`src/sv/fpe_pkg.sv`:
```
// Shared constants, twiddle generation and arctangent table of the phasor estimator.
`default_nettype none
package fpe_pkg;

  localparam int DEF_WINDOW_SAMPLES = 80;
  localparam int DEF_CHANNEL_COUNT = 8;
  localparam int DEF_ESTIMATES_PER_WINDOW = 4;

  localparam int IN_CHANNELS = 8;
  localparam int SAMPLE_W = 32;
  localparam int TW_W = 16;
  localparam int ACC_W = 64;
  localparam int MUL_W = 33;
  localparam int PROD_W = 66;
  localparam int ABS_W = 56;
  localparam int HALF_W = 28;
  localparam int ROOT_W = 58;
  localparam int RAD_W = 116;
  localparam int MAG_W = 40;
  localparam int PHASE_W = 16;
  localparam int CH_IDX_W = 3;
  localparam int CORDIC_STEPS = 15;
  localparam int STEP_W = 4;
  localparam longint CORDIC_START = 64'sd652032874;
  localparam int S_TDATA_W = IN_CHANNELS * SAMPLE_W;
  localparam int M_TDATA_W = 64;

  // Arctangent of 2^-i in units of pi/32768.
  function automatic logic [PHASE_W-1:0] arc_angle(input logic [STEP_W-1:0] i);
    logic [PHASE_W-1:0] a;
    case (i)
      4'd0: a = 16'd8192;
      4'd1: a = 16'd4836;
      4'd2: a = 16'd2555;
      4'd3: a = 16'd1297;
      4'd4: a = 16'd651;
      4'd5: a = 16'd326;
      4'd6: a = 16'd163;
      4'd7: a = 16'd81;
      4'd8: a = 16'd41;
      4'd9: a = 16'd20;
      4'd10: a = 16'd10;
      4'd11: a = 16'd5;
      4'd12: a = 16'd3;
      4'd13: a = 16'd1;
      4'd14: a = 16'd1;
      default: a = 16'd0;
    endcase
    return a;
  endfunction

  // Round Q2.30 to Q1.15 with saturation.
  function automatic logic [TW_W-1:0] to_q15(input longint v);
    longint r;
    r = (v + 64'sd16384) >>> 15;
    if (r > 64'sd32767) r = 64'sd32767;
    if (r < -64'sd32768) r = -64'sd32768;
    return r[TW_W-1:0];
  endfunction

  // Rotation CORDIC for one twiddle; returns {sin, cos} in Q1.15.
  function automatic logic [2*TW_W-1:0] twiddle_fn(input int ang);
    longint z;
    longint x;
    longint y;
    longint dx;
    longint dy;
    bit flip;
    z = longint'(ang & 65535);
    flip = 1'b0;
    x = CORDIC_START;
    y = 64'sd0;
    if (z >= 64'sd32768) z = z - 64'sd65536;
    if (z > 64'sd16384) begin
      z = z - 64'sd32768;
      flip = 1'b1;
    end else if (z < -64'sd16384) begin
      z = z + 64'sd32768;
      flip = 1'b1;
    end
    for (int i = 0; i < CORDIC_STEPS; i++) begin
      dx = y >>> i;
      dy = x >>> i;
      if (z >= 0) begin
        x = x - dx;
        y = y + dy;
        z = z - longint'(arc_angle(STEP_W'(i)));
      end else begin
        x = x + dx;
        y = y - dy;
        z = z + longint'(arc_angle(STEP_W'(i)));
      end
    end
    if (flip) begin
      x = -x;
      y = -y;
    end
    return {to_q15(y), to_q15(x)};
  endfunction

endpackage
`default_nettype wire

```
`src/sv/fpe_mul.sv`:
```
// Shared registered signed multiplier.
`default_nettype none
module fpe_mul (
  input  wire logic                        clk,
  input  wire logic signed [fpe_pkg::MUL_W-1:0]  a,
  input  wire logic signed [fpe_pkg::MUL_W-1:0]  b,
  output logic      signed [fpe_pkg::PROD_W-1:0] p
);
  import fpe_pkg::*;

  always_ff @(posedge clk) begin
    p <= a * b;
  end

endmodule
`default_nettype wire

```
`config.mk`:
```
export PLATFORM = sky130hd
export DESIGN_NAME = fpe_mul
export DESIGN_NICKNAME = d
export VERILOG_FILES = /design/src/sv/fpe_pkg.sv /design/src/sv/fpe_mul.sv
export SDC_FILE = /design/constraint.sdc
export NUM_CORES = 2
export LEC_CHECK = 0
export ABC_AREA = 1
export ABC_CLOCK_PERIOD_IN_PS = 20600
export BUFFER_PORTS_ARGS = -buffer_cell sky130_fd_sc_hd__buf_2
export CELL_PAD_IN_SITES_DETAIL_PLACEMENT = 1
export CELL_PAD_IN_SITES_GLOBAL_PLACEMENT = 1
export CORE_AREA = 2 2 286 288
export DETAILED_ROUTE_END_ITERATION = 8
export DIE_AREA = 0 0 288 290
export GPL_TIMING_DRIVEN = 0
export PLACE_DENSITY_LB_ADDON = 0.12
export SETUP_SLACK_MARGIN = 0.5
export SYNTH_ARGS = -nofsm -noshare
export SYNTH_HDL_FRONTEND = slang
export SYNTH_SLANG_ARGS = --single-unit
export TNS_END_PERCENT = 1
```
`constraint.sdc`:
```
create_clock -name clk -period 20.6 [get_ports clk]
set_input_delay 2.06 -clock clk [delete_from_list [all_inputs] [get_ports clk]]
set_output_delay 2.06 -clock clk [all_outputs]
set_load 0.005 [all_outputs]
```
==> flow_metrics.py <==
metrics = {
    "finish": {
        "layout-drive-gt1-share_pct": 2.666,
        "num-fill-cells": 10290,
        "area_growth_pct": 4.576,
        "final_common_cell": "inv_1",
        "reg.largest.list": "p: 66 flops",
        "regMostFlops": "p",
        "final_util_pct": 56.33,
        "layout_common_cells": "inv_1, nand2_1, fa_1, clkbuf_1, ha_1",
        "layout.nets": 7051,
        "largest_reg_flops": 66,
    },
    "global_route": {
        "grtUsageMet3_pct": 13.42,
        "grt_use_met1_pct": 57.14,
        "grt_pass1_wl_mm": 276.4,
        "gr-total-overflow": 0,
        "track_usage_pct": 47.03,
        "grt_start_max_net_pins": 28,
        "antenna_found_initial": 19,
        "use_met2_pct": 70.42,
        "grt_pass1_vias": 41820,
        "gr-max-usage-layer": "met2",
    },
    "timing": {
        "finalSetupViolCount": 0,
        "max_freq_mhz": 91.41,
        "hold_viol": 0,
        "rsz0062_at_grt": "no",
        "setup_tns_ns": 0,
        "fin_crit_ns": 10.94,
        "worst_pin_slew_ns": 1.568,
        "slew-limit-headroom_pct": -4.561,
        "final-max-slew-violation-count": 22,
        "post-route-period-util_pct": 53.10,
    },
    "worst_setup_path": {
        "cp.required_ns": 20.82,
        "crit_fanout": 17,
        "worstSetupPathType": "input port to register",
        "worstSetupStartpointType": "input port",
        "critPathLaunch": "b[8]",
        "cp-end-kind": "register",
        "arrival_ns": 11.16,
    },
    "synth": {
        "synth_enable_flop_cells": 0,
        "synthFlopType": "dfxtp_1",
        "synth_top_area_cell": "fa_1",
        "synth.area.top_cells": "fa_1, inv_1, nand2_1",
        "ys_ff_latch": 66,
        "synth_simple_gate_area_share_pct": 16.59,
        "syn-num-nets": 6972,
        "syn_area_um2": 43170,
        "synth_compound_area_share_pct": 1.377,
        "synthArstFlopShare_pct": 0,
        "yosysUniqueCellTypes": 35,
        "ys_warn_count": 0,
        "synth_top_cell_area_share_pct": 53.09,
        "synth_mux_area_share_pct": 0,
        "synth_xor_area_share_pct": 0.8317,
        "synthAdderAreaFrac_pct": 59.38,
        "synthCells": 5543,
        "ys_seq_area_share_pct": 3.060,
        "synth_top_family_by_area": "adder cells",
        "post_synth.cell_area_avg_um2": 7.789,
    },
    "cts": {
        "cts-root-buf": "clkbuf_16",
        "clock_path_buffers": 2,
        "numCtsBuffers": 9,
        "clkTransAtPathRegs_ns": 0.06,
        "cts_resized": 0,
        "cts_tree": "yes",
        "cts-hold-fix-buffers": 0,
        "htree_levels": 3,
        "cts_setup_buffers": 0,
        "cts.sinks": 66,
    },
    "floorplanning": {
        "dieArea_um2": 83520,
        "die_y_um": 290,
        "rows": 104,
        "core_um2": 80160,
        "ios": 133,
        "start_util_pct": 53.86,
        "die_x_um": 288,
    },
    "drt": {
        "dr.first_iter.drc_count": 3435,
        "drtPass1Iterations": 5,
        "wl_mm": 188.9,
        "post-route-drc-count": 0,
        "wire_per_inst_um": 28.23,
        "routed_via_density": 5.567,
        "vias": 37250,
        "ant_nets": 0,
    },
    "hold_path": {
        "hp-start": "a[0]",
        "hp-class": "input port to register",
    },
    "placement": {
        "portBuffers": 67,
        "post-dp-hpwl_mm": 159.9,
        "gp_congestion": 1.042,
    },
    "outcome": {
        "violations": "capacitance limit, slew limit",
        "status": "finished with violations",
    },
    "run": {
        "drv_cap": 4,
    },
}
## area by class of cell
cell class	count	area [um^2]	share of cell area, %
multi-input cells	3319	33750	74.76
inverters	1895	7113	15.75
well taps	1060	1326	2.938
flip-flops and latches	66	1321	2.926
plain buffers	263	994.7	2.203
repair buffers	68	362.8	0.8037
clock buffers	10	229.0	0.5071
clock inverters	5	32.53	0.07205
diodes	6	15.01	0.03325
## critical path, stage by stage
cell and delay (ns):
clkbuf_1 0.29, clkbuf_1 1.18, nand2_1 0.11, inv_1 0.13, fa_1 0.56, fa_1 0.56, inv_1 0.14, fa_1 0.57
inv_1 0.07, fa_1 1.27, fa_1 0.60, fa_1 0.52, fa_1 0.51, inv_1 0.05, fa_1 0.65, inv_1 0.08
ha_1 0.48, nand2_1 0.16, nor2_2 0.15, nand2_1 0.20, nor4_1 0.34, nand2_1 0.22, nand3_1 0.13, nand2_1 0.08
## synthesized netlist by cell type, types with 2 or more instances
library cell,instances
o21bai_1,14
nor2_1,131
nand3_2,8
nand2_1,1517
nand3b_1,3
nor2_2,20
clkbuf_1,262
o21ai_0,19
nand3_1,70
nand4_1,19
nor3_1,7
nor4_1,4
a21oi_1,61
a21o_1,2
inv_1,1894
a21oi_2,4
fa_1,1145
nand2_2,17
or2_2,5
ha_1,217
xnor2_1,4
xor2_1,37
nor2_4,3
and2_1,2
dfxtp_1,66
o21ai_1,3
## kinds of logic (layout without fill, tap and decap cells)
kind of cell	count (synthesis)	count (layout)
XOR/XNOR	41	41
adder cells (fa/ha/maj)	1362	1362
AND/OR/NAND/NOR	1810	1810
AO/OA/AOI/OAI	106	106
flip-flops	66	66
other	0	6
buffers and inverters	2158	2241
## layer usage
metal,vias to the layer above,share of wire (%)
li1,15150,-
met1,19050,35
met2,2241,43
met3,798,11
met4,12,10
met5,-,0.052
## worst paths after layout
| path | end | slack [ns] | cells after the start |
|---|---|---|---|
| min | p[0] | 2.30 | 3 |
| max | p[62] | 9.66 | 24 |
## per-stage QoR
step / hold slack (ns) / cells / area [um^2] / worst slack [ns]
3_5_place_dp: 2.440 / 6670 / 44840 / 9.358
4_1_cts: 2.256 / 6685 / 45100 / 9.700
3_3_place_gp: 2.437 / 6670 / 44840 / 9.433
6_report: 2.295 / 6692 / 45150 / 9.661
5_1_grt: 2.255 / 6688 / 45140 / 9.444
2_1_floorplan: 2.324 / 5543 / 43170 / 11.78
Power is not shown: default switching activity piles up to over one toggle a cycle in this logic, so the estimate is an artifact.
