`config.mk`:
```
export PLATFORM = sky130hd
export DESIGN_NAME = fpe_cordic
export DESIGN_NICKNAME = d
export VERILOG_FILES = /design/src/sv/fpe_pkg.sv /design/src/sv/fpe_cordic.sv
export SDC_FILE = /design/constraint.sdc
export NUM_CORES = 1
export LEC_CHECK = 0
export ABC_AREA = 1
export ABC_CLOCK_PERIOD_IN_PS = 31100
export BUFFER_PORTS_ARGS = -buffer_cell sky130_fd_sc_hd__clkbuf_2
export CAP_MARGIN = 20
export CORE_ASPECT_RATIO = 1.25
export CORE_UTILIZATION = 50
export DETAILED_ROUTE_END_ITERATION = 8
export PLACE_DENSITY = 0.64
export SLEW_MARGIN = 20
export SYNTH_ARGS = -nofsm -noshare
export SYNTH_HDL_FRONTEND = slang
export SYNTH_SLANG_ARGS = --single-unit
```
`constraint.sdc`:
```
create_clock -name clk -period 31.1 [get_ports clk]
set_clock_uncertainty 0.05 [all_clocks]
set_input_delay 4.665 -clock clk [delete_from_list [all_inputs] [get_ports clk]]
set_output_delay 4.665 -clock clk [all_outputs]
set_load 0.005 [all_outputs]
```
`src/sv/fpe_pkg.sv`:
```
// Shared constants, twiddle generation and arctangent table of the phasor estimator.
`default_nettype none
package fpe_pkg;

  localparam int DEF_WINDOW_SAMPLES = 80;
  localparam int DEF_CHANNEL_COUNT = 8;
  localparam int DEF_ESTIMATES_PER_WINDOW = 4;

  localparam int IN_CHANNELS = 8;
  localparam int SAMPLE_W = 32;
  localparam int TW_W = 16;
  localparam int ACC_W = 64;
  localparam int MUL_W = 33;
  localparam int PROD_W = 66;
  localparam int ABS_W = 56;
  localparam int HALF_W = 28;
  localparam int ROOT_W = 58;
  localparam int RAD_W = 116;
  localparam int MAG_W = 40;
  localparam int PHASE_W = 16;
  localparam int CH_IDX_W = 3;
  localparam int CORDIC_STEPS = 15;
  localparam int STEP_W = 4;
  localparam longint CORDIC_START = 64'sd652032874;
  localparam int S_TDATA_W = IN_CHANNELS * SAMPLE_W;
  localparam int M_TDATA_W = 64;

  // Arctangent of 2^-i in units of pi/32768.
  function automatic logic [PHASE_W-1:0] arc_angle(input logic [STEP_W-1:0] i);
    logic [PHASE_W-1:0] a;
    case (i)
      4'd0: a = 16'd8192;
      4'd1: a = 16'd4836;
      4'd2: a = 16'd2555;
      4'd3: a = 16'd1297;
      4'd4: a = 16'd651;
      4'd5: a = 16'd326;
      4'd6: a = 16'd163;
      4'd7: a = 16'd81;
      4'd8: a = 16'd41;
      4'd9: a = 16'd20;
      4'd10: a = 16'd10;
      4'd11: a = 16'd5;
      4'd12: a = 16'd3;
      4'd13: a = 16'd1;
      4'd14: a = 16'd1;
      default: a = 16'd0;
    endcase
    return a;
  endfunction

  // Round Q2.30 to Q1.15 with saturation.
  function automatic logic [TW_W-1:0] to_q15(input longint v);
    longint r;
    r = (v + 64'sd16384) >>> 15;
    if (r > 64'sd32767) r = 64'sd32767;
    if (r < -64'sd32768) r = -64'sd32768;
    return r[TW_W-1:0];
  endfunction

  // Rotation CORDIC for one twiddle; returns {sin, cos} in Q1.15.
  function automatic logic [2*TW_W-1:0] twiddle_fn(input int ang);
    longint z;
    longint x;
    longint y;
    longint dx;
    longint dy;
    bit flip;
    z = longint'(ang & 65535);
    flip = 1'b0;
    x = CORDIC_START;
    y = 64'sd0;
    if (z >= 64'sd32768) z = z - 64'sd65536;
    if (z > 64'sd16384) begin
      z = z - 64'sd32768;
      flip = 1'b1;
    end else if (z < -64'sd16384) begin
      z = z + 64'sd32768;
      flip = 1'b1;
    end
    for (int i = 0; i < CORDIC_STEPS; i++) begin
      dx = y >>> i;
      dy = x >>> i;
      if (z >= 0) begin
        x = x - dx;
        y = y + dy;
        z = z - longint'(arc_angle(STEP_W'(i)));
      end else begin
        x = x + dx;
        y = y - dy;
        z = z + longint'(arc_angle(STEP_W'(i)));
      end
    end
    if (flip) begin
      x = -x;
      y = -y;
    end
    return {to_q15(y), to_q15(x)};
  endfunction

endpackage
`default_nettype wire

```
`src/sv/fpe_cordic.sv`:
```
// Vectoring CORDIC: phase of (x, y), one micro-rotation per cycle.
`default_nettype none
module fpe_cordic (
  input  wire logic                          clk,
  input  wire logic                          rst,
  input  wire logic                          start,
  input  wire logic signed [fpe_pkg::ACC_W-1:0] y_in,
  input  wire logic signed [fpe_pkg::ACC_W-1:0] x_in,
  output logic                               busy,
  output logic      [fpe_pkg::PHASE_W-1:0]   phase
);
  import fpe_pkg::*;

  logic                    run;
  logic [STEP_W-1:0]       step;
  logic signed [ACC_W-1:0] x;
  logic signed [ACC_W-1:0] y;
  logic signed [ACC_W-1:0] dx;
  logic signed [ACC_W-1:0] dy;

  assign dx = y >>> step;
  assign dy = x >>> step;
  assign busy = run;

  always_ff @(posedge clk) begin
    if (rst) begin
      run <= 1'b0;
    end else if (!run) begin
      if (start) begin
        step <= '0;
        if (x_in == '0 && y_in == '0) begin
          phase <= '0;
        end else begin
          run <= 1'b1;
          if (x_in[ACC_W-1]) begin
            x <= -x_in;
            y <= -y_in;
            phase <= 16'h8000;
          end else begin
            x <= x_in;
            y <= y_in;
            phase <= '0;
          end
        end
      end
    end else begin
      if (!y[ACC_W-1]) begin
        x <= x + dx;
        y <= y - dy;
        phase <= phase + arc_angle(step);
      end else begin
        x <= x - dx;
        y <= y + dy;
        phase <= phase - arc_angle(step);
      end
      if (step == STEP_W'(CORDIC_STEPS - 1)) begin
        run <= 1'b0;
      end else begin
        step <= step + 1'b1;
      end
    end
  end

  assert property (@(posedge clk) disable iff (rst)
    run |-> (step < STEP_W'(CORDIC_STEPS)))
    else $error("cordic step out of range");

  assert property (@(posedge clk) disable iff (rst)
    (run && !y[ACC_W-1] && step != '0) |-> !x[ACC_W-1])
    else $error("cordic x went negative");

  assert property (@(posedge clk) disable iff (rst)
    (!run && start && x_in == '0 && y_in == '0) |=> (!run && phase == '0))
    else $error("zero vector must give zero phase at once");

endmodule
`default_nettype wire

```
==> summary.txt <==
Synth
  – Share of synthesized area spent on multiplexers: less than 1%
  – Adder-Cell Fraction of Synth Area: approximately 7.1%
  – Asr flop ratio synth: 0%
  – Compound-cell area share of the yosys netlist: approximately 17%
  – Synth Register Bits: roughly 160
  – Net count of the mapped netlist: 5707
  – Post-synthesis share of cell area spent on xor and xnor gates: ~4.4%
  – Main combinational cell family by area after synthesis: simple AND/OR/NAND/NOR gates
  – Area of the mapped netlist: 30200 µm²
  – Ys flop type: sky130_fd_sc_hd__edfxtp_1
  – Gate count of the mapped netlist: ~5400
  – Average footprint of a synthesized cell: approximately 5.6 µm²
  – Number of synthesized flops with an enable pin: 148
  – Post-synth cell types: 59
  – Synth warn: 0
  – Post-Synth Simple-Gate Area: 46.1%
  – Proportion of synthesized chip area in sequential cells: between 10% and 20%

Setup path
  – Cell class contributing the biggest share of worst-path delay: simple AND/OR/NAND/NOR gates
  – Critical setup path kind: input pin to flop
  – Arrival time reported for the critical path endpoint: about 8 ns
  – Origin of the worst setup path: y_in[40]
  – Crit. End Element: flop
  – Capture instance of the worst register-to-register path: x[47]
  – Slowest cell on the critical path: sky130_fd_sc_hd__nor4_1
  – Highest net fanout along the worst path: between 60 and 70
  – Reg-to-reg setup timing slack: roughly 23 ns
  – Kind of launch point of the worst setup path: input pin
  – Origin of the critical flop-to-flop path: step[2]
  – Cell count of the worst reg-to-reg path: 30
  – Required time of the critical path: around 31 ns
  – Most Frequent Cell on Critical Path: sky130_fd_sc_hd__nor3_1
  – Bufs and invs on worst path: 3
  – Delay of the slowest critical-path stage: 1.02 ns
  – Cells along the critical path: clkbuf_2, nor2_1, inv_1, nor3_1, nand2_1, nor3_1, nand2_1, nor4_1, nand3_1, nor3_1, nor3_2, buf_4

Global routing
  – Number of antenna violations at the first check in global routing: 0
  – Leftover overflow at the end of global routing: 0
  – First-pass GRT wire length: ~190 mm
  – Via count of the first global-routing pass: between 30000 and 40000
  – Maximum number of pins on one net before global-route repair: ~130
  – GRT Total Usage: 39.1%

Die
  – Number of placed I/O pins: roughly 150
  – Placeable core region: approximately 60000 µm²
  – Initial standard-cell utilization of the core: between 50% and 60%
  – Total die area: around 61000 µm²
  – Num rows: 100
  – Die height: ~280 µm
  – Horizontal die dimension: 222 µm

Routing
  – Initial DRT Pass Iterations: 6
  – DRC viols: 0
  – Via density per instance: approximately 6
  – Drt wl/cell: 19.8 µm
  – Wirelength, routed: between 100 and 150 mm
  – DRT antenna net count: 0
  – Iteration-0 DRC Markers: roughly 4500
  – Routed via count: roughly 37000

Cells and area
  – Final-layout fill cell count: 6651
  – Inserted Diodes: 0
  – Non-filler cells in the finished layout: a little over 6000
  – Final nets: between 5000 and 6000
  – Relative area change from synthesis to final layout: 4.98%
  – Highest-count cells in the layout ignoring fill and taps: sky130_fd_sc_hd__nand2_1, sky130_fd_sc_hd__nand3_1, sky130_fd_sc_hd__nor2_1, sky130_fd_sc_hd__inv_1, sky130_fd_sc_hd__a21oi_1
  – Layout cell share with drive strength beyond 1: roughly 5.2%
  – Commonest non-fill, non-tap cell in the layout: sky130_fd_sc_hd__nand2_1
  – End-of-flow core utilization: between 50% and 60%

Power and ir drop
  – Reported leakage power: approximately 15 nW
  – PD cells: 50.3 nW/µm²
  – VDD IR max: 0.0372 mV

Run status
  – Status: finished, final reports clean

Placed design
  – Final estimated routing congestion in global placement: ~1.0
  – Number of buffer cells added on primary ports: 147
  – Placed instance count: just over 6000
  – Half-perimeter wire length of the detailed placement result: around 100 mm

Min path
  – Hold Crit Class: flop to flop
  – Depth of the worst hold-timing path: 2
  – Min-Delay Endpoint: phase[0]

Timing
  – Setup TNS after final layout: 0 ns
  – Final cycle utilization of the critical path: approximately 26%
  – Slew @ Worst Pin: between 1 and 1.5 ns
  – Minimum clock period: 8.01 ns
  – Fmax: approximately 120 MHz
  – Rel. slew slack: roughly 17%
  – Total count of hold-check failures in the final report: 0
  – Final setup violation count: 0
  – Number of max-slew violations in the final report: 0
  – Setup repair after global routing missed its margin: no

Clocking
  – Resize count post-CTS: 0
  – Clk sink count: between 150 and 200
  – Total CTS buffers: 17
  – Number of levels the H-tree was split into: 4
  – Root buffer cell: sky130_fd_sc_hd__clkbuf_16
  – Clk buf depth: 2
  – Post-CTS Hold Fix Bufs: 0
  – Clock tree from TritonCTS: yes
  – Source-to-sink clock delay at the later pin of the worst-skew pair: ~0.52 ns
  – Post-CTS repair timing setup buffer count: 0
  – Clock input transition at the sequential cells of the worst setup and hold paths: around 0.08 ns

Job
  – Count of maximum capacitance violations: 0
-- Yosys cell counts (55+ instances only) --
library cell,count,area share (%)
sky130_fd_sc_hd__nand2_1,1564,19
sky130_fd_sc_hd__nand3_1,771,13
sky130_fd_sc_hd__nor2_1,670,8.3
sky130_fd_sc_hd__inv_1,513,6.4
sky130_fd_sc_hd__a21oi_1,368,6.1
sky130_fd_sc_hd__o21ai_0,362,6.0
sky130_fd_sc_hd__ha_1,166,6.9
sky130_fd_sc_hd__edfxtp_1,148,15
sky130_fd_sc_hd__xor2_1,115,3.3
sky130_fd_sc_hd__nor3_1,84,1.4
sky130_fd_sc_hd__nand4_1,68,1.4
sky130_fd_sc_hd__clkbuf_1,55,0.68
-- worst register-to-register path, delay by kind of cell, from the launching register on --
family	cells	cell delay (ns)
compound gates	2	0.99
fa+ha+maj	1	0.39
buf+inv	6	2.18
flops	1	0.33
simple gates	21	3.46
-- state kept, by name, summed over array words and instances (netlist names), named ones only --
signal / flops
y: 64
step: 4
phase: 16
x: 64
busy: 1
-- worst max path at each step --
stage	endpoint	slack, ns	depth (start not counted)
floorplan	x[0]	16.09	11
global placement	y[7]	22.90	14
detailed placement	y[4]	22.71	14
CTS	y[4]	23.22	12
global route	y[63]	22.88	12
finish	x[61]	23.09	12
-- per-layer routing --
layer	share of wire [%]	up-vias	GRT usage (%)	wire (µm)
met5	0	-	0	0
met4	4.1	0	15.5	4990
met3	8.1	221	5.71	9940
met2	45	1676	62.6	55200
met1	43	16600	52.5	52600
li1	-	18200	-	-
-- layout make-up --
cell class	count	area [µm²]	share of cell area [%]
clock buffer	18	429	1.35
inverter	529	2000	6.31
clock inverter	14	119	0.375
timing repair buffer	170	911	2.87
tap	765	957	3.02
sequential	163	4750	15.0
multi-input combinational	4535	22500	71.1
-- stage by stage --
stage               hold slack, ns  power [W]  instance area [µm²]  setup WS (ns)
global placement             0.641    0.00134                31100          22.90
CTS                          0.658    0.00157                31700          23.22
floorplan                    0.594    0.00104                30200          16.09
global route                 0.676    0.00172                31700          22.88
detailed placement           0.642    0.00134                31100          22.71
finish                       0.654    0.00160                31700          23.09
-- cell families after synthesis --
kind of cell / after synthesis
and+or+nand+nor: 3277
AOI/OAI and AO/OA: 936
buffers and inverters: 709
adders and majority gates: 169
DFF: 163
xor gates and xnor gates: 151
muxes: 2
-- report_power, final --
group          internal (W)  total [W]  switching, W
logic              0.000324    0.00106      0.000733
registers          0.000279   0.000315     0.0000354
clock network      0.000105   0.000223      0.000118
total              0.000708    0.00160      0.000887
No activity file was read; power rests on OpenSTA's default activity.
