<file path="config.mk">
export PLATFORM = sky130hd
export DESIGN_NAME = fpe_root
export DESIGN_NICKNAME = d
export VERILOG_FILES = /design/src/sv/fpe_pkg.sv /design/src/sv/fpe_mul.sv /design/src/sv/fpe_root.sv
export SDC_FILE = /design/constraint.sdc
export NUM_CORES = 1
export LEC_CHECK = 0
export ABC_AREA = 1
export BUFFER_PORTS_ARGS = -buffer_cell sky130_fd_sc_hd__buf_2
export CAP_MARGIN = 0
export CORE_ASPECT_RATIO = 1.25
export CORE_MARGIN = 3
export CORE_UTILIZATION = 45
export CTS_CLUSTER_SIZE = 10
export DETAILED_ROUTE_END_ITERATION = 6
export GPL_ROUTABILITY_DRIVEN = 0
export HOLD_SLACK_MARGIN = 0.15
export PLACE_DENSITY_LB_ADDON = 0.12
export SLEW_MARGIN = 5
export SYNTH_ARGS = -nofsm -noshare
export SYNTH_HDL_FRONTEND = slang
export SYNTH_SLANG_ARGS = --single-unit
</file>
<file path="constraint.sdc">
create_clock -name clk -period 22 [get_ports clk]
set_clock_uncertainty 0.1 [all_clocks]
set_input_delay 2.2 -clock clk [delete_from_list [all_inputs] [get_ports clk]]
set_output_delay 2.2 -clock clk [all_outputs]
set_load 0.01 [all_outputs]
</file>
<file path="src/sv/fpe_pkg.sv">
// Shared constants, twiddle generation and arctangent table of the phasor estimator.
`default_nettype none
package fpe_pkg;

  localparam int DEF_WINDOW_SAMPLES = 80;
  localparam int DEF_CHANNEL_COUNT = 8;
  localparam int DEF_ESTIMATES_PER_WINDOW = 4;

  localparam int IN_CHANNELS = 8;
  localparam int SAMPLE_W = 32;
  localparam int TW_W = 16;
  localparam int ACC_W = 64;
  localparam int MUL_W = 33;
  localparam int PROD_W = 66;
  localparam int ABS_W = 56;
  localparam int HALF_W = 28;
  localparam int ROOT_W = 58;
  localparam int RAD_W = 116;
  localparam int MAG_W = 40;
  localparam int PHASE_W = 16;
  localparam int CH_IDX_W = 3;
  localparam int CORDIC_STEPS = 15;
  localparam int STEP_W = 4;
  localparam longint CORDIC_START = 64'sd652032874;
  localparam int S_TDATA_W = IN_CHANNELS * SAMPLE_W;
  localparam int M_TDATA_W = 64;

  // Arctangent of 2^-i in units of pi/32768.
  function automatic logic [PHASE_W-1:0] arc_angle(input logic [STEP_W-1:0] i);
    logic [PHASE_W-1:0] a;
    case (i)
      4'd0: a = 16'd8192;
      4'd1: a = 16'd4836;
      4'd2: a = 16'd2555;
      4'd3: a = 16'd1297;
      4'd4: a = 16'd651;
      4'd5: a = 16'd326;
      4'd6: a = 16'd163;
      4'd7: a = 16'd81;
      4'd8: a = 16'd41;
      4'd9: a = 16'd20;
      4'd10: a = 16'd10;
      4'd11: a = 16'd5;
      4'd12: a = 16'd3;
      4'd13: a = 16'd1;
      4'd14: a = 16'd1;
      default: a = 16'd0;
    endcase
    return a;
  endfunction

  // Round Q2.30 to Q1.15 with saturation.
  function automatic logic [TW_W-1:0] to_q15(input longint v);
    longint r;
    r = (v + 64'sd16384) >>> 15;
    if (r > 64'sd32767) r = 64'sd32767;
    if (r < -64'sd32768) r = -64'sd32768;
    return r[TW_W-1:0];
  endfunction

  // Rotation CORDIC for one twiddle; returns {sin, cos} in Q1.15.
  function automatic logic [2*TW_W-1:0] twiddle_fn(input int ang);
    longint z;
    longint x;
    longint y;
    longint dx;
    longint dy;
    bit flip;
    z = longint'(ang & 65535);
    flip = 1'b0;
    x = CORDIC_START;
    y = 64'sd0;
    if (z >= 64'sd32768) z = z - 64'sd65536;
    if (z > 64'sd16384) begin
      z = z - 64'sd32768;
      flip = 1'b1;
    end else if (z < -64'sd16384) begin
      z = z + 64'sd32768;
      flip = 1'b1;
    end
    for (int i = 0; i < CORDIC_STEPS; i++) begin
      dx = y >>> i;
      dy = x >>> i;
      if (z >= 0) begin
        x = x - dx;
        y = y + dy;
        z = z - longint'(arc_angle(STEP_W'(i)));
      end else begin
        x = x + dx;
        y = y - dy;
        z = z + longint'(arc_angle(STEP_W'(i)));
      end
    end
    if (flip) begin
      x = -x;
      y = -y;
    end
    return {to_q15(y), to_q15(x)};
  endfunction

endpackage
`default_nettype wire

</file>
<file path="src/sv/fpe_mul.sv">
// Shared registered signed multiplier.
`default_nettype none
module fpe_mul (
  input  wire logic                        clk,
  input  wire logic signed [fpe_pkg::MUL_W-1:0]  a,
  input  wire logic signed [fpe_pkg::MUL_W-1:0]  b,
  output logic      signed [fpe_pkg::PROD_W-1:0] p
);
  import fpe_pkg::*;

  always_ff @(posedge clk) begin
    p <= a * b;
  end

endmodule
`default_nettype wire

</file>
<file path="src/sv/fpe_root.sv">
// Bit-serial square root followed by rounding division by the window scale.
`default_nettype none
module fpe_root #(
  parameter int WINDOW_SAMPLES = fpe_pkg::DEF_WINDOW_SAMPLES
) (
  input  wire logic                       clk,
  input  wire logic                       rst,
  input  wire logic                       start,
  input  wire logic [fpe_pkg::RAD_W-1:0]  radicand,
  output logic                            busy,
  output logic      [fpe_pkg::MAG_W-1:0]  magnitude
);
  import fpe_pkg::*;

  // strip the power-of-two factor from the divisor
  function automatic int odd_part(input int v);
    int r;
    r = v;
    while (r > 1 && !r[0]) r = r >> 1;
    return r;
  endfunction

  localparam int DIVISOR = 128 * WINDOW_SAMPLES;
  localparam int HALF_DIV = 64 * WINDOW_SAMPLES;
  localparam int ODD = odd_part(DIVISOR);
  localparam int SHIFT = $clog2(DIVISOR / ODD);
  localparam int DVD_W = ROOT_W + 1;
  localparam int REM_W = ROOT_W + 3;
  localparam int CNT_W = $clog2(ROOT_W + 1);
  localparam int ODD_W = 8;
  localparam int DIGIT_W = 13;
  localparam int DIGITS = 4;
  localparam int NUM_W = DIGIT_W * DIGITS;
  localparam int X_W = DIGIT_W + ODD_W;
  localparam int RECIP_S = 29;
  localparam int RECIP = ((1 << RECIP_S) + ODD - 1) / ODD;

  localparam logic [1:0] R_IDLE = 2'd0;
  localparam logic [1:0] R_SQ = 2'd1;
  localparam logic [1:0] R_PRE = 2'd2;
  localparam logic [1:0] R_DIV = 2'd3;

  logic [1:0]        state;
  logic [CNT_W-1:0]  cnt;
  logic [RAD_W-1:0]  rad;
  logic [REM_W-1:0]  rem;
  logic [ROOT_W-1:0] root;
  logic [NUM_W-1:0]  num;
  logic [ODD_W-1:0]  drem;
  logic [NUM_W-1:0]  quo;
  logic              mphase;

  logic [REM_W-1:0]         rem_try;
  logic [REM_W-1:0]         trial;
  logic [DVD_W-1:0]         dvd;
  logic [X_W-1:0]           x;
  logic [DIGIT_W-1:0]       qd;
  logic [X_W-1:0]           qd_m;
  logic [X_W-1:0]           x_left;
  logic signed [MUL_W-1:0]  mul_a;
  logic signed [MUL_W-1:0]  mul_b;
  logic signed [PROD_W-1:0] prod;

  assign rem_try = {rem[REM_W-3:0], rad[RAD_W-1 -: 2]};
  assign trial = {1'b0, root, 2'b01};
  assign busy = (state != R_IDLE);
  assign magnitude = (|quo[NUM_W-1:MAG_W]) ? {MAG_W{1'b1}} : quo[MAG_W-1:0];

  // round to nearest: add half the divisor once, then divide digit by digit
  assign dvd = {1'b0, root} + DVD_W'(HALF_DIV);
  assign x = {drem, num[NUM_W-1 -: DIGIT_W]};
  assign mul_a = MUL_W'(x);
  assign mul_b = MUL_W'(RECIP);
  assign qd = prod[RECIP_S +: DIGIT_W];
  assign qd_m = X_W'(qd) * X_W'(ODD);
  assign x_left = x - qd_m;

  fpe_mul u_mul (
    .clk (clk),
    .a   (mul_a),
    .b   (mul_b),
    .p   (prod)
  );

  always_ff @(posedge clk) begin
    if (rst) begin
      state <= R_IDLE;
    end else begin
      unique case (state)
        R_IDLE: begin
          if (start) begin
            rad <= radicand;
            rem <= '0;
            root <= '0;
            cnt <= '0;
            state <= R_SQ;
          end
        end
        R_SQ: begin
          rad <= {rad[RAD_W-3:0], 2'b00};
          if (rem_try >= trial) begin
            rem <= rem_try - trial;
            root <= {root[ROOT_W-2:0], 1'b1};
          end else begin
            rem <= rem_try;
            root <= {root[ROOT_W-2:0], 1'b0};
          end
          if (cnt == CNT_W'(ROOT_W - 1)) begin
            cnt <= '0;
            state <= R_PRE;
          end else begin
            cnt <= cnt + 1'b1;
          end
        end
        R_PRE: begin
          num <= NUM_W'(dvd >> SHIFT);
          drem <= '0;
          quo <= '0;
          mphase <= 1'b0;
          cnt <= '0;
          state <= R_DIV;
        end
        R_DIV: begin
          // while mphase is low the multiplier is fed; while it is high the quotient digit is taken
          if (!mphase) begin
            mphase <= 1'b1;
          end else begin
            mphase <= 1'b0;
            drem <= x_left[ODD_W-1:0];
            quo <= {quo[NUM_W-DIGIT_W-1:0], qd};
            num <= {num[NUM_W-DIGIT_W-1:0], {DIGIT_W{1'b0}}};
            if (cnt == CNT_W'(DIGITS - 1)) begin
              state <= R_IDLE;
            end else begin
              cnt <= cnt + 1'b1;
            end
          end
        end
        default: state <= R_IDLE;
      endcase
    end
  end

  assert property (@(posedge clk) disable iff (rst)
    (state == R_SQ) |-> (cnt < CNT_W'(ROOT_W)))
    else $error("root iteration count out of range");

  assert property (@(posedge clk) disable iff (rst)
    (busy && start) |=> busy)
    else $error("root unit dropped busy while restarted");

  assert property (@(posedge clk) disable iff (rst)
    (state == R_DIV) |-> (drem < ODD_W'(ODD)))
    else $error("division remainder not below divisor");

  assert property (@(posedge clk) disable iff (rst)
    (state == R_DIV) |-> (cnt < CNT_W'(DIGITS)))
    else $error("division digit count out of range");

endmodule
`default_nettype wire

</file>
==> parameters.txt, run 1 <==
Parameter                              Value

Outcome
  Result of the run    finished clean

Logic synthesis
  Number of warnings reported in the yosys synthesis log    0
  Cell count after synthesis    3988
  Part of the Yosys area used for sequential elements    36.1%
  Post-Synthesis Net Count    4481
  Synthesized area per cell    7.54 µm²
  Synth async-reset ratio    0%
  Count of unique library cells instantiated by Yosys    42
  Count of flip-flops with a built-in enable after synthesis    352
  Netlist area before placement    30100 µm²
  Prevailing post-synth register cell    sky130_fd_sc_hd__edfxtp_1
  Flip-flop and latch count after synthesis    367

Placed design
  Estimated wirelength of the detail-placed design    69000 µm
  Minimum setup slack after placement    15.60 ns
  Count of input and output buffers    159

Setup path
  Arr. time, crit path    6.76 ns
  Worst R2R Path Depth    22
  Critical path's most frequent cell    sky130_fd_sc_hd__inv_1
  Crit end category    flop
  CP max stage cell    sky130_fd_sc_hd__fa_1
  Startpoint kind of the worst setup timing path    flop
  Worst path max stage delay    0.57 ns
  Peak fanout along the critical path    5
  Critical path type    flop to flop
  Required time reported for the critical path endpoint    22.38 ns
  List of cells traversed by the critical path    inv_1, ha_1, fa_1, inv_1, fa_1, inv_1, fa_1, inv_1, fa_1, inv_1, fa_1, inv_1, fa_1, ha_1, nand2_1, nor2_1, inv_1, nor3_1, nor4b_1, nand2_1, nand3_1, nand2_1

Drt
  Residual antenna-violating net count after detailed routing    0
  Via total after detailed routing    24800
  1st-iter DRT viols    1579
  Total wire length after detailed routing    86400 µm
  Count of unresolved DRC violations after routing    0
  Ratio of routed vias to standard cells    4.95
  Wirelength per Cell    17.2 µm
  DRT Pass-1 Iters    5

Floorplanning
  Starting density of the core    45.6%
  IO Count    160
  Die boundary height    295 µm
  Core ar.    66000 µm²
  Area of the die    70000 µm²
  Rows    105
  Width of the die    237 µm

Global route
  GRT Residual Overflow    0
  Total global routing track utilization    24.7%
  Vias in the first global route    24900
  Wire length of the first global-routing pass    134000 µm
  Number of antenna violations at the first check in global routing    0
  Maximum number of pins on one net before global-route repair    190

STA
  Setup repair after global routing missed its margin    false
  Highest attainable clock frequency    157 MHz
  Worst slew margin    24.2%
  Minimum clock period after layout    6.38 ns
  Fin. max-slew vios    0
  Setup violation total in the final timing report    0
  Final period utilization    29.0%
  Worst Max-Slew Pin Slew    1.13 ns
  Final worst slack    15.62 ns
  Total negative slack    0 ns
  Count of final hold-check violations    0

CTS
  CTS Root Buffer Type    sky130_fd_sc_hd__clkbuf_16
  Clock-pin transition on the worst setup and hold timing paths    0.06 ns
  TritonCTS clock tree    built
  Clk_lat worst skew    0.60 ns
  TritonCTS Buffers    45
  Buffer levels on the longest clock path    3
  Quantity of hold-fixing buffers added after cts    0
  Number of cells upsized or downsized after cts    0
  Clock sink total    367
  Number of setup buffers added after CTS    0
  H-tree Lvls    2

Final layout
  Post-layout net count    4623
  Count of filler cells inserted in the layout    6698
  P&R area growth vs syn    9.90%
  Layout cell share with drive strength beyond 1    6.81%

Job
  Reported max-cap violation count    0

Hold path
  Hold Path Stages    2
  Worst Hold Class    flop to flop
-- final cells by class --
type / instances / area, µm² / share of cell area (%)
clock inverter: 11 / 101 / 0.307
timing repair buffer: 169 / 896 / 2.71
clock buffer: 59 / 1180 / 3.56
multi-input combinational: 2676 / 15700 / 47.4
sequential: 367 / 10900 / 32.9
tap: 856 / 1070 / 3.24
antenna: 1 / 2.50 / 0.00757
inverter: 871 / 3270 / 9.89
-- sequential cells by signal, indices dropped and copies added (netlist names) --
name	cells
rem	59
state	2
num	52
root	58
cnt	6
u_mul.p	13
drem	8
rad	116
mphase	1
quo	52
-- synthesized netlist by cell type (all sizes together) (42+ instances only) --
cell type,count,area [µm²]
a21oi,103,515
o21ai,71,355
clkbuf,59,223
nor2,337,1340
edfxtp,352,10600
nor3,42,215
nand3,110,556
ha,227,2840
fa,147,2940
inv,868,3260
nand4,47,294
nand2,1446,5430
-- metal layers --
layer | global-route usage [%] | wire length, µm
met5 | 0 | 0
met4 | 15.5 | 6180
met3 | 2.66 | 2800
met2 | 46.9 | 45700
met1 | 26.1 | 31700
-- layout by cell type (no fill, tap or decap), drive strengths merged --
master and n:
clkbuf 59, nor3 42, a31oi 12, nor3b 3, ha 227, clkinv 12
nor4b 1, and3 5, inv 869, nand3 110, a21o 6, nor4 11
a211oi 3, nand3b 11, and2 6, dfxtp 15, nand4 47, o21bai 6
nand2 1446, or2 8, fa 147, clkinvlp 1, diode 1, o21ai 71
xor2 31, a21boi 3, o211ai 1, a21oi 103, nor2 337, edfxtp 352
xnor2 39, buf 169
-- critical path: cells and delay by family, from the launching register on --
kind	cells	cell delay (ns)
AND/OR/NAND/NOR	7	1.22
adder cells (fa/ha/maj)	8	3.91
buffers and inverters	7	0.57
flip-flops	1	0.47
-- through the flow --
step | cell area, µm² | utilization (%) | instances | hold WS [ns]
after floorplan | 30100 | - | 3988 | 0.365
after global placement | 31800 | 48.2 | 4939 | 0.374
after detailed placement | 31800 | 48.2 | 4939 | 0.378
after CTS | 33100 | 50.1 | 5009 | 0.388
after global routing | 33100 | 50.1 | 5009 | 0.414
final | 33100 | 50.1 | 5010 | 0.384
-- cell families after synthesis --
kind of cell	synth area share (%)
simple gates	27.1
buf+inv	11.9
fa+ha+maj	19.2
flops	36.1
compound gates	3.62
xor+xnor	2.04
-- worst paths after layout --
check,startpoint,slack (ns),end
min reg2reg,u_mul.p[39],0.38,quo[10]
max reg2reg,drem[0],15.62,u_mul.p[35]
min,u_mul.p[39],0.38,quo[10]
max,drem[0],15.62,u_mul.p[35]
Power of run 1 is not shown: default switching activity piles up to over one toggle a cycle in this logic, so the estimate is an artifact.
==> run 2: changes to the inputs <==
==> constraint.sdc (replaced) <==
create_clock -name clk -period 6.19 [get_ports clk]
set_clock_uncertainty 0.1 [all_clocks]
set_input_delay 0.619 -clock clk [delete_from_list [all_inputs] [get_ports clk]]
set_output_delay 0.619 -clock clk [all_outputs]
set_load 0.01 [all_outputs]
==> parameters.txt, run 2 (synthesis results as in run 1) <==
Parameter                              Value

Global route
  Number of antenna violations at the first check in global routing    2 (+2)
  GRT Residual Overflow    0 (unchanged)
  Wire length of the first global-routing pass    134000 µm (-0.15%)
  Total global routing track utilization    24.6% (-0.12 points)
  Vias in the first global route    25200 (+1.1%)
  Maximum number of pins on one net before global-route repair    165 (-13%)

Final layout
  P&R area growth vs syn    11.3%
  Number of flip-flops in the largest register    116 (unchanged)
  Register with the most flip-flops    rad
  Count of filler cells inserted in the layout    6655 (-0.64%)
  Leading cell types in the layout, fill and taps excluded    1443 x sky130_fd_sc_hd__nand2_1, 849 x sky130_fd_sc_hd__inv_1, 352 x sky130_fd_sc_hd__edfxtp_1
  Utilization after layout    50.8% (+0.65 points)
  Largest registers ranked by flip-flop count    rad x116, rem x59, root x58
  Total area of sequential cells    10900 µm² (unchanged)
  Count of non-filler cells in the finished layout    5044 (+0.68%)
  Most common cell after layout, fill and taps aside    sky130_fd_sc_hd__nand2_1
  Layout cell share with drive strength beyond 1    7.91% (+1.1 points)
  Multi-input gate area in the final layout    15800 µm² (+0.66%)
  Post-route cell area    33500 µm² (+1.3%)
  Post-layout net count    4653 (+0.65%)

Drt
  Count of unresolved DRC violations after routing    0 (unchanged)
  Residual antenna-violating net count after detailed routing    0 (unchanged)
  Ratio of routed vias to standard cells    4.90 (-1.0%)
  Via total after detailed routing    24700 (-0.33%)
  Met1 wire length    31100 µm (-2.0%)
  Uppermost signal routing layer after detailed routing    met4
  1st-iter DRT viols    1337 (-15%)
  Total wire length after detailed routing    85700 µm (-0.81%)
  DRT Pass-1 Iters    6 (+1)
  Met2 layer wire length in the routed design    45800 µm (+0.19%)
  Wirelength per Cell    17.0 µm (-1.5%)
  Routed length on met3    2760 µm (-1.2%)

CTS
  Clock-pin transition on the worst setup and hold timing paths    0.05 ns (about the same)
  H-tree Lvls    2 (unchanged)
  TritonCTS clock tree    built
  Buffer levels on the longest clock path    3 (unchanged)
  Clock sink total    367 (unchanged)
  CTS Root Buffer Type    sky130_fd_sc_hd__clkbuf_16
  TritonCTS Buffers    45 (unchanged)
  Clk_lat worst skew    0.59 ns (about the same)

Hold path
  Hold Path Stages    3 (+1)
  Worst Hold Class    input port to flop

Setup path
  Crit end category    flop
  Critical path's most frequent cell    sky130_fd_sc_hd__fa_1
  Required time reported for the critical path endpoint    6.57 ns (-15.81 ns)
  CP max stage cell    sky130_fd_sc_hd__fa_1
  Arr. time, crit path    6.29 ns (-0.47 ns)
  Worst R2R Path Depth    22 (unchanged)
  List of cells traversed by the critical path    fa_1, inv_1, fa_1, inv_1, fa_1, fa_1, fa_1, inv_1, fa_1, fa_1, inv_1, ha_1, a21oi_2, o21ai_0, a21oi_1, nor2_1, nor2_1, nand2_1, nand2_1, nand2_1, nand2_1, nand2_1
  Startpoint kind of the worst setup timing path    flop
  Critical path type    flop to flop
  Stages on the worst setup path    22 (unchanged)
  Worst path top cell family by delay    adder cells
  Peak fanout along the critical path    3 (-2)
  Number of buffers and inverters on the critical path    4 (-3)
  Worst path max stage delay    0.57 ns (about the same)

STA
  Worst Max-Slew Pin Slew    0.971 ns (-0.156 ns)
  Final period utilization    95.5% (+67 points)
  Setup violation total in the final timing report    0 (unchanged)
  Highest attainable clock frequency    169 MHz (+7.9%)
  Fin. max-slew vios    0 (unchanged)
  Final worst slack    0.277 ns (-15.34 ns)
  Minimum clock period after layout    5.91 ns (-0.466 ns)
  Count of final hold-check violations    0 (unchanged)
  Worst slew margin    34.7% (+10 points)

Floorplanning
  Core ar.    66000 µm² (unchanged)
  Starting density of the core    45.6% (unchanged)
  Area of the die    70000 µm² (unchanged)
  Rows    105 (unchanged)
  IO Count    160 (unchanged)
  Die boundary height    295 µm (unchanged)
  Width of the die    237 µm (unchanged)

Outcome
  Result of the run    finished clean

Placed design
  Estimated wirelength of the detail-placed design    69200 µm (+0.16%)
  Number of placed instances, taps included    4955 (+0.32%)
  Count of input and output buffers    159 (unchanged)
  Placed inst area    31900 µm² (+0.48%)
  Minimum setup slack after placement    0.103 ns (-15.49 ns)

Job
  Reported max-cap violation count    0 (unchanged)
run 2: cell count changes in the layout (fill, tap and decap cells not counted), moves of 3 or more:
cell,before,now
sky130_fd_sc_hd__nor2_2,28,32
sky130_fd_sc_hd__ha_1,225,221
sky130_fd_sc_hd__fa_2,0,4
sky130_fd_sc_hd__dlygate4sd3_1,0,8
sky130_fd_sc_hd__buf_4,8,28
sky130_fd_sc_hd__a21oi_1,102,96
sky130_fd_sc_hd__nor3_1,40,37
sky130_fd_sc_hd__a21oi_2,0,6
sky130_fd_sc_hd__fa_1,147,143
sky130_fd_sc_hd__nor2_1,308,304
run 2: final timing paths:
kind                 startpoint          end  slack, ns
setup / recovery        drem[5]  u_mul.p[33]       0.28
hold / removal    radicand[107]     rad[107]       0.19
setup reg to reg        drem[5]  u_mul.p[33]       0.28
hold reg to reg     u_mul.p[37]       quo[8]       0.39
run 2: per-stage QoR:
step                      setup TNS (ns)  hold WS (ns)
after global routing             -0.0427         0.183
after CTS                              0         0.150
final                                  0         0.187
after floorplan                        0         0.365
after global placement                 0         0.371
after detailed placement               0         0.377
run 2: timing repair:
action                     4_1_cts  5_1_grt
resized for setup                0       28
hold buffers                     8        0
setup buffers                    0        6
setup endpoints to repair        0       10
hold endpoints to repair         8        0
run 2: worst min-delay path, stage by stage:
cell and delay, ns:
sky130_fd_sc_hd__buf_2 0.08, sky130_fd_sc_hd__nand2_1 0.04, sky130_fd_sc_hd__nand2_1 0.04
run 2: final cells by class:
class / count / area share, %
clock buffers: 62 / 3.58
flip-flops and latches: 367 / 32.5
multi-input cells: 2676 / 47.1
clock inverters: 11 / 0.396
well taps: 856 / 3.20
inverters: 871 / 9.77
repair buffers: 199 / 3.48
diodes: 2 / 0.0149
run 2: layer usage:
metal  vias to the layer above  GRT usage (%)
li1                      12500              -
met1                     11400           25.5
met2                       521           47.6
met3                       238           2.57
met4                         0           14.8
met5                         -              0
Power of run 2 is left out for the same reason.
